$ cat config.mk
export PLATFORM = sky130hd
export DESIGN_NAME = swm_max_tree
export DESIGN_NICKNAME = d
export VERILOG_FILES = /design/src/rtl/swm_pkg.sv /design/src/rtl/swm_max_tree.sv
export SDC_FILE = /design/constraint.sdc
export NUM_CORES = 2
export LEC_CHECK = 0
export CAP_MARGIN = 20
export CORE_AREA = 2 2 409 411
export CTS_BUF_LIST = sky130_fd_sc_hd__clkbuf_8
export CTS_CLUSTER_SIZE = 8
export DETAILED_ROUTE_END_ITERATION = 6
export DIE_AREA = 0 0 411 413
export DONT_BUFFER_PORTS = 1
export PLACE_DENSITY = 0.56
export SLEW_MARGIN = 15
export SYNTH_ARGS = -nofsm -noshare
export SYNTH_HDL_FRONTEND = slang
export SYNTH_SLANG_ARGS = --single-unit
$ cat constraint.sdc
create_clock -name aclk -period 3.35 [get_ports aclk]
set_input_delay 0.1675 -clock aclk [delete_from_list [all_inputs] [get_ports aclk]]
set_output_delay 0.1675 -clock aclk [all_outputs]
set_load 0.1 [all_outputs]
$ cat src/rtl/swm_pkg.sv
`timescale 1ns / 1ps
// ----------------------------------------------------------------------------
// swm_pkg
// Shared constants and control types for the sliding window maximum block.
// ----------------------------------------------------------------------------
package swm_pkg;

    localparam int WINDOW_MAX_DEF   = 64;
    localparam int SAMPLE_WIDTH_DEF = 16;
    localparam int CFG_WIDTH        = 7;
    localparam int WINDOW_RESET     = 1;

    typedef struct packed {
        logic load;
        logic clear;
    } cell_ctrl_t;

    typedef struct packed {
        logic en;
        logic vld;
    } stage_ctrl_t;

endpackage

$ cat src/rtl/swm_max_tree.sv
`timescale 1ns / 1ps
// ----------------------------------------------------------------------------
// swm_max_tree
// Pipelined binary maximum tree, one register level per tree level.
// ----------------------------------------------------------------------------
module swm_max_tree #(
    parameter int SAMPLE_WIDTH = swm_pkg::SAMPLE_WIDTH_DEF,
    parameter int LEAVES       = 64
) (
    input  logic                           aclk,
    input  logic                           aresetn,
    input  swm_pkg::stage_ctrl_t           ctrl,
    input  logic signed [SAMPLE_WIDTH-1:0] leaf [LEAVES],
    output logic                           out_valid,
    output logic signed [SAMPLE_WIDTH-1:0] out_max
);

    localparam int LEVELS = $clog2(LEAVES);

    logic signed [SAMPLE_WIDTH-1:0] node_reg [1:LEAVES-1];
    logic [LEVELS-1:0]              vld_reg;
    logic [LEVELS-1:0]              vld_next;

    genvar k;
    generate
        for (k = 1; k < LEAVES; k++) begin : g_node
            logic signed [SAMPLE_WIDTH-1:0] lhs;
            logic signed [SAMPLE_WIDTH-1:0] rhs;
            if (2 * k >= LEAVES) begin : g_leaf
                assign lhs = leaf[2 * k - LEAVES];
                assign rhs = leaf[2 * k + 1 - LEAVES];
            end else begin : g_inner
                assign lhs = node_reg[2 * k];
                assign rhs = node_reg[2 * k + 1];
            end
            always_ff @(posedge aclk) begin
                if (ctrl.en) begin
                    node_reg[k] <= (rhs > lhs) ? rhs : lhs;
                end
            end
        end
    endgenerate

    always_comb begin
        vld_next = vld_reg;
        if (ctrl.en) begin
            vld_next = LEVELS'({vld_reg, ctrl.vld});
        end
    end

    always_ff @(posedge aclk) begin
        if (!aresetn) begin
            vld_reg <= '0;
        end else begin
            vld_reg <= vld_next;
        end
    end

    assign out_valid = vld_reg[LEVELS-1];
    assign out_max   = node_reg[1];

endmodule

==> metrics.md <==
| Metric | Value |
|---|---|
| Period Utilization, post-route | 91.0% |
| Placer's final routability congestion estimate | 0.911 |
| Most frequent CP cell | dlygate4sd3_1 |
| Largest delay contributor family on the critical path | buffers and inverters |
| Critical path endpoint category | flop |
| Final setup fails | 0 |
| Final Hold Fails | 0 |
| Final ANT Viol Nets | 0 |
| RSZ-0062 raised after global routing | false |
| # rows | 150 |
| CP Buf/Inv Count | 4 |
| Max incr delay on CP | 600 ps |
| CP max-delay cell | dlygate4sd3_1 |
| Max-slew violation count | 0 |
| DP Wirelength | 148,000 um |
| Detailed Routing Iterations Pass 1 | 6 |
| Critical Path RT | 3950 ps |
| Final worst setup slack | 303 ps |
| Worst Tran Pin Value | 1190 ps |
| Top cells by area, synth | edfxtp_1 (44%), ha_1 (18%), mux2_2 (16%), inv_1 (5.7%), a21oi_1 (1.6%) |
| Clock power frac | 26.0% |
| Maximum vdd drop | 0.000390 V |
| Worst reg2reg endpoint | node_reg[0][22] |
| Max_slew headroom | 21.0% |
| MaxCap Viol Count | 0 |
| Critical Setup Path Class | in -> reg |
| Area Overhead vs Synth | 30.1% |
| Via count | 51,207 |
| Worst hold stages | 2 |
| Ports | 1,045 |
| Area leader, netlist | edfxtp_1 |
| CTS tree | done |
| Clock root cell | clkbuf_8 |
| Post-cts sizing count | 0 |
| Worst-Skew Late Latency | 890 ps |
| Gate Count Post-Synth | 5,701 |
| Die X | 411 um |
| Vias per cell | 5.29 |
| Dpl ws | 421 ps |
| Register-to-register setup slack | 420 ps |
| Synth Warn # | 0 |
| Reg2reg start | node_reg[0][61] |
| Initial Util | 41.6% |
| Synthesized Nets | 7,737 |
| # port buffers | 0 |
| Core footprint | 166,000 um2 |
| Min-delay worst type | in -> reg |
| Final wirelength | 207,000 um |
| Status | complete, no violations |
| DRC viols | 0 |
| Flop pwr share | 42.7% |
| Share of cells above drive strength 1 | 19.1% |
| PwrDens | 500 nW/um2 |
| Critical Path AT | 3650 ps |
| Crit-path cells | dlygate4sd3_1, inv_1, ha_1, nand4_1, a2111oi_0, or2_1, a2111oi_2, o22ai_2, buf_4, mux2_2, dlygate4sd3_1 |
| GR Util All Layers | 23.7% |
| FF+latch count, synth | 1,014 |
| Post-Syn Area per Cell | 12.1 um2 |
| Post-CTS Setup Repair Bufs | 0 |
| Hold Startpoint | leaf[488] |
| Hold EP | node_reg[0][776] |
| Clock Tree Buf Depth | 3 |
| Global route overflow | 0 |
| Reg clk slew, reported paths | 60 ps |
| Largest net degree at the start of global routing | 231 |
| Min cycle time layout | 3050 ps |
| Clk_skew | 38.3 ps |
| Sequential fraction of the synthesis area | 44.0% |
| Largest register FFs | 1,008 |
| Worst Reg-to-Reg Cells | 9 |
| Comb power frac | 31.3% |
| Async SR Flop Fraction | 0% |
| Number of global-route vias before repair | 54,840 |
| Routed WL per cell | 21.4 um |
| Top_reg_cell synth | edfxtp_1 |
| Yosys cell types | 49 |
| EDFF count, synth | 1,008 |
| Critical path peak fanout | 11 |
| Die Area | 170,000 um2 |
| Final Net Count | 9,339 |
| Cell area after synthesis | 69,000 um2 |
| First-pass GRT wire length | 311,000 um |
| 1st-iter DRT viols | 2,702 |
| Switch Pwr | 13,800 uW |
| Total CTS buffers | 183 |
| Initial antenna violation count | 18 |
| Sw frac | 30.6% |
| Fmax | 328 MHz |
| CTS sink count | 1,014 |
| Pleak | 0.0397 uW |
| Chip Height | 413 um |
| CTS H-tree depth | 4 |
| CP Launch Type | input pin |
| Post-synth top area share | 43.8% |
| Setup TNS | 0 ps |
| Internal | 31,100 uW |
-- area by class of cell --
| type | count | area, um2 |
|---|---|---|
| multi-input cells | 3568 | 34300 |
| well taps | 2204 | 2760 |
| inverters | 1053 | 3950 |
| flip-flops and latches | 1014 | 30400 |
| repair buffers | 1483 | 14800 |
| diodes | 26 | 65.1 |
| fillers | 13726 | 76100 |
| clock inverters | 131 | 898 |
| clock buffers | 195 | 2680 |
-- metrics by stage --
stage                     hold WS, ps  cell area, um2  power [uW]  util (%)  instances
after global placement            298           72000       31100      43.4       7918
after global routing             18.4           89800       47600      54.1       9666
after CTS                       0.220           89700       45400      54.1       9647
after floorplan                   280           69000       27400         -       5701
after detailed placement          296           72100       31400      43.5       7923
final                            94.0           89800       44900      54.1       9674
-- power groups by stage --
stage	sequential (uW)	clock [uW]	combinational [uW]
floorplan	18400	0	8930
global placement	19500	0	11600
detailed placement	19500	0	12000
CTS	19300	12000	14100
global route	19400	12600	15600
finish	19200	11700	14100
-- cell usage after synthesis (all sizes together), types with 8 or more instances --
library cell	instances
a21o	102
nand4	103
o21ai	165
mux2	1008
ha	1008
nand2b	53
nor3	8
a31oi	52
o41ai	25
nand2	85
a22oi	31
edfxtp	1008
and4	72
nor2b	133
nor2	20
o211ai	59
nand4b	35
or2	24
o21a	35
a211o	35
nand3	59
a2111oi	48
o22ai	26
buf	65
inv	1053
a21oi	227
and3	127
-- per-layer routing --
metal | GRT usage [%] | vias up | wire (um)
met5 | 0 | - | 56
met4 | 9.46 | 8 | 8180
met3 | 5.52 | 556 | 12600
met2 | 41.0 | 1597 | 101000
met1 | 28.3 | 24643 | 84900
li1 | - | 24403 | -
-- timing repair --
action | 4_1_cts | 5_1_grt
endpoints found under the hold margin | 693 | 0
hold buffers | 1398 | 0
setup endpoints to repair | 0 | 0
-- cells in the final DEF (no fill, tap or decap), types with 41 or more instances in the layout --
master         netlist  routed
edfxtp_1          1008    1008
o21ai_0            131     131
nand4_1            103     103
mux2_2             998     998
ha_1              1008    1008
and4_1              72      72
nand3_1             58      58
and3_1             127     127
a31oi_1             52      52
nand2b_1            53      53
clkbuf_8             0     195
clkinv_1             0      41
inv_1             1053    1105
a21o_1             102     102
a21oi_1            227     227
buf_4                7      77
dlygate4sd3_1        0    1397
nand2_1             85      85
o211ai_1            48      48
nor2b_1            133     133
-- kinds of logic after synthesis --
logic type                 synth area share, %
adders and majority gates                 18.3
DFF                                       44.0
buffers and inverters                     6.39
muxes                                     16.6
AOI/OAI and AO/OA                         8.21
and+or+nand+nor                           6.53
-- worst max path at each step --
stage                         start               end  slack [ps]  depth (start not counted)
floorplan           node_reg[0][61]   node_reg[0][21]         770                         10
global placement    node_reg[0][61]   node_reg[0][22]         450                          9
detailed placement  node_reg[0][61]   node_reg[0][22]         420                          9
CTS                 node_reg[0][61]   node_reg[0][22]         440                          9
global route              leaf[191]  node_reg[0][928]         190                         11
finish                    leaf[511]  node_reg[0][779]         300                         11
Power figures use the tool's default switching activity.
