==> config.mk <==
export PLATFORM = sky130hd
export DESIGN_NAME = swm_cell
export DESIGN_NICKNAME = d
export VERILOG_FILES = /design/src/rtl/swm_pkg.sv /design/src/rtl/swm_cell.sv
export SDC_FILE = /design/constraint.sdc
export NUM_CORES = 1
export LEC_CHECK = 0
export BUFFER_PORTS_ARGS = -buffer_cell sky130_fd_sc_hd__buf_2
export CAP_MARGIN = 40
export CELL_PAD_IN_SITES_DETAIL_PLACEMENT = 1
export CELL_PAD_IN_SITES_GLOBAL_PLACEMENT = 2
export CORE_UTILIZATION = 25
export CTS_CLUSTER_SIZE = 40
export DETAILED_ROUTE_END_ITERATION = 6
export HOLD_SLACK_MARGIN = 0.06
export PLACE_DENSITY_LB_ADDON = 0.1
export SETUP_SLACK_MARGIN = 0.1
export SYNTH_ARGS = -nofsm -noshare
export SYNTH_HDL_FRONTEND = slang
export SYNTH_SLANG_ARGS = --single-unit
==> constraint.sdc <==
create_clock -name aclk -period 2.9 [get_ports aclk]
set_input_delay 0.145 -clock aclk [delete_from_list [all_inputs] [get_ports aclk]]
set_output_delay 0.145 -clock aclk [all_outputs]
set_load 0.1 [all_outputs]
==> src/rtl/swm_pkg.sv <==
`timescale 1ns / 1ps
// ----------------------------------------------------------------------------
// swm_pkg
// Shared constants and control types for the sliding window maximum block.
// ----------------------------------------------------------------------------
package swm_pkg;

    localparam int WINDOW_MAX_DEF   = 64;
    localparam int SAMPLE_WIDTH_DEF = 16;
    localparam int CFG_WIDTH        = 7;
    localparam int WINDOW_RESET     = 1;

    typedef struct packed {
        logic load;
        logic clear;
    } cell_ctrl_t;

    typedef struct packed {
        logic en;
        logic vld;
    } stage_ctrl_t;

endpackage

==> src/rtl/swm_cell.sv <==
`timescale 1ns / 1ps
// ----------------------------------------------------------------------------
// swm_cell
// One queue cell: holds the sample of a fixed age and whether it is still
// queued, and hands both to the next older cell on every request.
// ----------------------------------------------------------------------------
module swm_cell #(
    parameter int SAMPLE_WIDTH = swm_pkg::SAMPLE_WIDTH_DEF,
    parameter int WIN_W        = 7,
    parameter int AGE          = 1
) (
    input  logic                           aclk,
    input  logic                           aresetn,
    input  swm_pkg::cell_ctrl_t            ctrl,
    input  logic [WIN_W-1:0]               win,
    input  logic signed [SAMPLE_WIDTH-1:0] sample,
    input  logic                           up_keep,
    input  logic signed [SAMPLE_WIDTH-1:0] up_value,
    output logic                           keep,
    output logic signed [SAMPLE_WIDTH-1:0] value
);

    localparam logic [WIN_W-1:0] AGE_V = WIN_W'(AGE);

    logic                           live_reg;
    logic                           live_next;
    logic signed [SAMPLE_WIDTH-1:0] value_reg;
    logic signed [SAMPLE_WIDTH-1:0] value_next;

    // drop on new sequence, on expiry, or when a larger sample arrives
    always_comb begin
        keep = live_reg && !ctrl.clear && (AGE_V < win) && !(value_reg < sample);
    end

    always_comb begin
        live_next  = live_reg;
        value_next = value_reg;
        if (ctrl.load) begin
            live_next  = up_keep;
            value_next = up_value;
        end
    end

    always_ff @(posedge aclk) begin
        if (!aresetn) begin
            live_reg <= 1'b0;
        end else begin
            live_reg <= live_next;
        end
    end

    always_ff @(posedge aclk) begin
        value_reg <= value_next;
    end

    assign value = value_reg;

endmodule

==> results of run 1 <==
## path summary, 6_finish.rpt
path         slack (ns)        end  depth (start not counted)
max                0.73       keep                          6
min                0.07  value[14]                          1
max reg2reg        2.31   live_reg                          2
min reg2reg        0.53   live_reg                          2
## area by class of cell
type | instances | area, sq um
clock buffer | 4 | 45.0
fill | 417 | 2050
inverter | 16 | 60.1
multi-input combinational | 45 | 365
sequential | 17 | 500
tap | 46 | 57.6
timing repair buffer | 66 | 365
## per-layer routing
layer  track usage  part of all wire
met1         0.135              0.45
met2         0.185              0.50
met3        0.0201             0.044
met4        0.0523            0.0093
met5             0                 0
## cell usage in the layout, fill, tap and decap left out, types with 6 or more instances in the layout
| cell type | instances |
|---|---|
| sky130_fd_sc_hd__ha_1 | 15 |
| sky130_fd_sc_hd__inv_1 | 16 |
| sky130_fd_sc_hd__a21oi_1 | 6 |
| sky130_fd_sc_hd__dlygate4sd3_1 | 7 |
| sky130_fd_sc_hd__edfxtp_1 | 16 |
| sky130_fd_sc_hd__buf_2 | 59 |
## where the power goes
| part | leakage, nW | internal (mW) | switching [mW] |
|---|---|---|---|
| combinational | 0.521 | 0.0642 | 0.183 |
| clock | 0.0228 | 0.0974 | 0.0829 |
| sequential | 0.165 | 0.290 | 0.00997 |
| total | 0.709 | 0.452 | 0.275 |
## cell families after synthesis
group	Yosys count	synth area share
buf+inv	16	0.0653
flops	17	0.544
fa+ha+maj	15	0.204
simple gates	15	0.0857
mux	1	0.0109
compound gates	14	0.0898
## metrics by stage
step | hold WS [ns] | worst slack (ns) | power (mW) | cells
final | 0.0681 | 0.725 | 0.727 | 194
after global placement | 0.321 | 0.977 | 0.544 | 183
after CTS | 0.0603 | 0.650 | 0.735 | 189
after detailed placement | 0.323 | 0.948 | 0.548 | 183
after floorplan | 0.244 | 0.142 | 0.485 | 78
after global routing | 0.0602 | 0.547 | 0.765 | 194
==> qor.txt, run 1 <==
Result of the run - finished clean
Critical Path Sink Type - primary output
Count of hold-fix buffers inserted at cts - 2
Classification of the worst setup path - flop to primary output
Biggest cell delay along the critical path - 0.44 ns
Total clock buffers created by CTS - 3
Cell area after synthesis - 920 sq um
# Max-Cap Violations - 0
LEAKAGE - 0.709 nW
Final-stage net count - 208
Count of yosys warnings during synthesis - 0
Share of cells above drive strength 1 - 0.432
Overall die height - 62.7 um
Top delay family on crit path - buffers and inverters
FP Rows - 21
Detailed router's first-iteration violation count - 8
Worst hold path type - input pin to flop
Top cells by count, synth - sky130_fd_sc_hd__edfxtp_1 (16), sky130_fd_sc_hd__inv_1 (16), sky130_fd_sc_hd__ha_1 (15)
Flip-flop and latch count after synthesis - 17
Wire length of the first global-routing pass - 3350 um
Routed wire per std cell - 11.1 um
Residual antenna-violating net count after detailed routing - 0
Final Skew - 0 ns
# H-tree levels - 1
Clock transition at the registers of the reported paths - 0.07 ns
Crit path time final - 2.17 ns
Synth-to-Final Area Change - 51.6%
EDFF count, synth - 16
Instance area at placement - 0.00128 sq mm
Clock insertion delay at the later pin of the skew report - 0.25 ns
Sequential area share after synthesis - 0.544
Critical path cell sequence - ha_1 > nand4_1 > nor3_1 > o21ai_1 > a31oi_2 > buf_2
CP Data Arrival Time - 2.03 ns
Via count normalized by instance count - 4.32
Number of iterations in the first detailed-routing pass - 3
Synth Flop Type - sky130_fd_sc_hd__edfxtp_1
Critical path buffer and inverter count - 1
Overall Global Routing Usage - 0.110
Post-cts resize count - 0
Total Negative Setup Slacks - 0 ns
Startpoint of the lowest-slack register-to-register path - live_reg
Maximum number of pins on one net before global-route repair - 18
CTS Buffer Depth - 2
Number of antenna repair diodes - 0
TritonCTS sink count - 17
Area leader, netlist - sky130_fd_sc_hd__edfxtp_1
Library cell contributing the largest single delay on the critical path - sky130_fd_sc_hd__buf_2
Width of the die - 62.7 um
Flip-flop count of the largest register after layout - 16
Number of post-CTS setup repair buffers - 0
Total number of vias - 838
Number of global-route vias before repair - 800
Hold_sp - up_value[14]
Initial antenna violation count - 0
Utilization after layout - 0.405
Worst voltage drop across the vdd grid - 274 uV
Number of placed I/O pins - 61
Initial core utilization - 0.267
TritonCTS clock tree - yes
Synthesized netlist cell count - 78
GRT Residual Overflow - 0
Worst-margin pin slew - 0.492 ns
Port Buffers - 59
Origin of the worst setup path - value[15]
Unrepaired setup endpoints after global routing - no
Die Area - 0.00393 sq mm
Synthesized Nets - 137
CP Data Required Time - 2.76 ns
Final cycle utilization of the critical path - 0.750
Portion of synthesized cell area occupied by the leading cell type - 0.522
Final number of hold-violating endpoints - 0
Final non-filler cell area - 0.00139 sq mm
P per Cell Area - 522 mW/mm^2
Count of different cell masters after synthesis - 20
Type of origin of the critical path - flop
DR DRC count - 0
Half-perimeter wire length after detailed placement - 1740 um
Achievable clock frequency - 460 MHz
Max Transition Viols Final - 0
Worst slew slack as a fraction of its limit - 0.674
Max Fanout on Critical Path - 3
Clock Root Buffer - sky130_fd_sc_hd__clkbuf_8
Avg Synthesized Cell Area - 11.8 sq um
Total length of routed wires - 2160 um
Core Area - 0.00344 sq mm
Async set-or-reset flop fraction in the synthesized netlist - 0
Final number of setup-violating endpoints - 0
RD Place Congestion - 0.695
Top cells by area, synth - sky130_fd_sc_hd__edfxtp_1 (52%), sky130_fd_sc_hd__ha_1 (20%), sky130_fd_sc_hd__inv_1 (6.5%)
Note: power is estimated with default switching activity, not from simulation.
==> run 2: changes to the inputs <==
--- a/config.mk
+++ b/config.mk
@@ -5,11 +5,12 @@
 export SDC_FILE = /design/constraint.sdc
 export NUM_CORES = 1
 export LEC_CHECK = 0
+export ABC_AREA = 1
 export BUFFER_PORTS_ARGS = -buffer_cell sky130_fd_sc_hd__buf_2
 export CAP_MARGIN = 40
 export CELL_PAD_IN_SITES_DETAIL_PLACEMENT = 1
 export CELL_PAD_IN_SITES_GLOBAL_PLACEMENT = 2
-export CORE_UTILIZATION = 25
+export CORE_UTILIZATION = 23
 export CTS_CLUSTER_SIZE = 40
 export DETAILED_ROUTE_END_ITERATION = 6
 export HOLD_SLACK_MARGIN = 0.06
==> constraint.sdc (replaced) <==
create_clock -name aclk -period 2.1 [get_ports aclk]
set_input_delay 0.105 -clock aclk [delete_from_list [all_inputs] [get_ports aclk]]
set_output_delay 0.105 -clock aclk [all_outputs]
set_load 0.1 [all_outputs]
==> qor.txt, run 2 <==
Initial antenna violation count - 0
Number of fill cells in the layout - 484
Synthesized Nets - 155
Number of placed I/O pins - 61
CP Data Arrival Time - 1.82 ns
Final non-filler cell area - 0.00161 sq mm
Multiplexer area fraction after synthesis - 0
Final-stage net count - 236
Overall Global Routing Usage - 0.120
Port Buffers - 59
Dominant combinational cell family by area after synthesis - adder cells
Switching power as a share of total power - 0.385
Worst slew slack as a fraction of its limit - 0.674
Result of the run - finished clean
Type of origin of the critical path - flop
Total clock buffers created by CTS - 3
Worst voltage drop across the vdd grid - 290 uV
Final cycle utilization of the critical path - 0.918
Fin cells - 226
DR DRC count - 0
CTS Buffer Depth - 2
CP Data Required Time - 2.00 ns
Utilization after layout - 0.401
FP Rows - 23
TritonCTS clock tree - yes
Simple-gate portion of the synthesized area - 0.140
Final number of setup-violating endpoints - 0
# H-tree levels - 1
Leading cell type in the layout, fill and taps excluded - sky130_fd_sc_hd__buf_2
Internal power of the cells - 0.654 mW
Width of the die - 67.2 um
Compound-gate portion of the synthesized area - 0.0640
Wire length of the first global-routing pass - 4040 um
Final Skew - 0 ns
Clock transition at the registers of the reported paths - 0.07 ns
Flip-flop and latch count after synthesis - 17
Commonest cells after routing, fill and taps aside - sky130_fd_sc_hd__buf_2 (58), sky130_fd_sc_hd__inv_1 (24), sky130_fd_sc_hd__nand2_1 (17)
Classification of the worst setup path - flop to primary output
Half-perimeter wire length after detailed placement - 1930 um
Detailed router's first-iteration violation count - 17
Die Area - 0.00451 sq mm
Unrepaired setup endpoints after global routing - yes
Avg Synthesized Cell Area - 10.2 sq um
Count of yosys warnings during synthesis - 0
Number of global-route vias before repair - 1003
Top cells by count, synth - sky130_fd_sc_hd__inv_1 (24), sky130_fd_sc_hd__nand2_1 (19), sky130_fd_sc_hd__edfxtp_1 (16)
Maximum number of pins on one net before global-route repair - 19
Total length of routed wires - 2350 um
EDFF count, synth - 16
# Max-Cap Violations - 0
Share of cells above drive strength 1 - 0.426
Switching power - 0.410 mW
TritonCTS sink count - 17
Core Area - 0.00403 sq mm
Flip-flop count of the largest register after layout - 16
Post-synthesis share of cell area spent on full adders, half adders and majority gates - 0.192
Initial core utilization - 0.243
Total number of vias - 916
Share of total power in sequential cells - 0.391
Placed Cells incl. Taps - 205
LEAKAGE - 0.830 nW
Synthesized netlist cell count - 96
Worst-margin pin slew - 0.492 ns
Most common cell in the synthesized netlist - sky130_fd_sc_hd__inv_1
Critical Path Sink Type - primary output
Final number of hold-violating endpoints - 0
Cell area after synthesis - 977 sq um
P per Cell Area - 659 mW/mm^2
Area leader, netlist - sky130_fd_sc_hd__edfxtp_1
Clock insertion delay at the later pin of the skew report - 0.25 ns
Overall die height - 67.2 um
Proportion of power drawn by the clock network - 0.237
Worst hold path type - input pin to flop
Via count normalized by instance count - 4.05
Synth-to-Final Area Change - 65.2%
Achievable clock frequency - 519 MHz
RD Place Congestion - 0.633
Async set-or-reset flop fraction in the synthesized netlist - 0
Post-synthesis xor/xnor area fraction - 0
Max Transition Viols Final - 0
Count of different cell masters after synthesis - 14
Residual antenna-violating net count after detailed routing - 0
Crit path time final - 1.93 ns
Clock Root Buffer - sky130_fd_sc_hd__clkbuf_8
Portion of synthesized cell area occupied by the leading cell type - 0.492
GRT Residual Overflow - 0
Sequential area share after synthesis - 0.512
Routed wire per std cell - 10.4 um
Number of iterations in the first detailed-routing pass - 4
Top cells by area, synth - sky130_fd_sc_hd__edfxtp_1 (49%), sky130_fd_sc_hd__ha_1 (19%), sky130_fd_sc_hd__inv_1 (9.2%)
Number of antenna repair diodes - 0
Comb power frac - 0.372
Synth Flop Type - sky130_fd_sc_hd__edfxtp_1
Max Fanout on Critical Path - 2
Instance area at placement - 0.00140 sq mm
[run 2: power by group through the flow]
stage | registers [mW] | logic, mW | clock network, mW
detailed placement | 0.424 | 0.373 | 0
floorplan | 0.603 | 0.0988 | 0
finish | 0.416 | 0.396 | 0.252
global placement | 0.423 | 0.367 | 0
CTS | 0.416 | 0.401 | 0.270
global route | 0.420 | 0.432 | 0.279
[run 2: critical path: stages, from the launching register on]
cell	delay [ns]
sky130_fd_sc_hd__edfxtp_1	0.38
sky130_fd_sc_hd__ha_1	0.31
sky130_fd_sc_hd__nand2_1	0.08
sky130_fd_sc_hd__inv_1	0.04
sky130_fd_sc_hd__nor3_2	0.14
sky130_fd_sc_hd__nand2_1	0.08
sky130_fd_sc_hd__nand2_1	0.06
sky130_fd_sc_hd__nand2_1	0.06
sky130_fd_sc_hd__nand2_1	0.07
sky130_fd_sc_hd__nand2_2	0.06
sky130_fd_sc_hd__nor2_4	0.10
sky130_fd_sc_hd__buf_12	0.18
[run 2: logic make-up after synthesis]
family | count (synthesis)
buffers and inverters | 24
adders and majority gates | 15
DFF | 17
and+or+nand+nor | 29
AOI/OAI and AO/OA | 11
[run 2: path summary, 6_finish.rpt]
check,from,endpoint,slack (ns),depth (start not counted)
hold / removal,up_keep,live_reg,0.08,3
setup reg to reg,live_reg,live_reg,1.44,2
setup / recovery,value[7],keep,0.17,11
hold reg to reg,live_reg,live_reg,0.56,2
[run 2: what timing repair did]
| item | CTS | global route |
|---|---|---|
| gates resized for setup | 1 | 1 |
| hold buffers | 16 | 0 |
| endpoints found under the setup margin | 1 | 1 |
| setup buffers | 1 | 0 |
| pin swaps | 1 | 3 |
| endpoints found under the hold margin | 16 | 0 |
[run 2: area by class of cell]
class                   count  area, sq um  share of cell area
well taps                  50         62.6              0.0388
clock buffers               4         45.0              0.0279
inverters                  24         90.1              0.0558
repair buffers             76          478               0.296
multi-input cells          55          438               0.271
flip-flops and latches     17          500               0.310
[run 2: routing by layer]
| metal | up-vias | track usage | part of all wire |
|---|---|---|---|
| li1 | 472 | - | - |
| met1 | 411 | 0.138 | 0.43 |
| met2 | 31 | 0.211 | 0.51 |
| met3 | 2 | 0.0270 | 0.055 |
| met4 | 0 | 0.0479 | 0.0077 |
| met5 | - | 0 | 0 |
[run 2: per-stage QoR]
| stage | worst slack [ns] | TNS (ns) | hold WS, ns | power (mW) |
|---|---|---|---|---|
| 2_1_floorplan | -0.309 | -0.309 | 0.198 | 0.702 |
| 3_3_place_gp | 0.397 | 0 | 0.281 | 0.790 |
| 3_5_place_dp | 0.390 | 0 | 0.283 | 0.797 |
| 4_1_cts | 0.103 | 0 | 0.0664 | 1.09 |
| 5_1_grt | -0.00805 | -0.00805 | 0.110 | 1.13 |
| 6_report | 0.172 | 0 | 0.0766 | 1.06 |
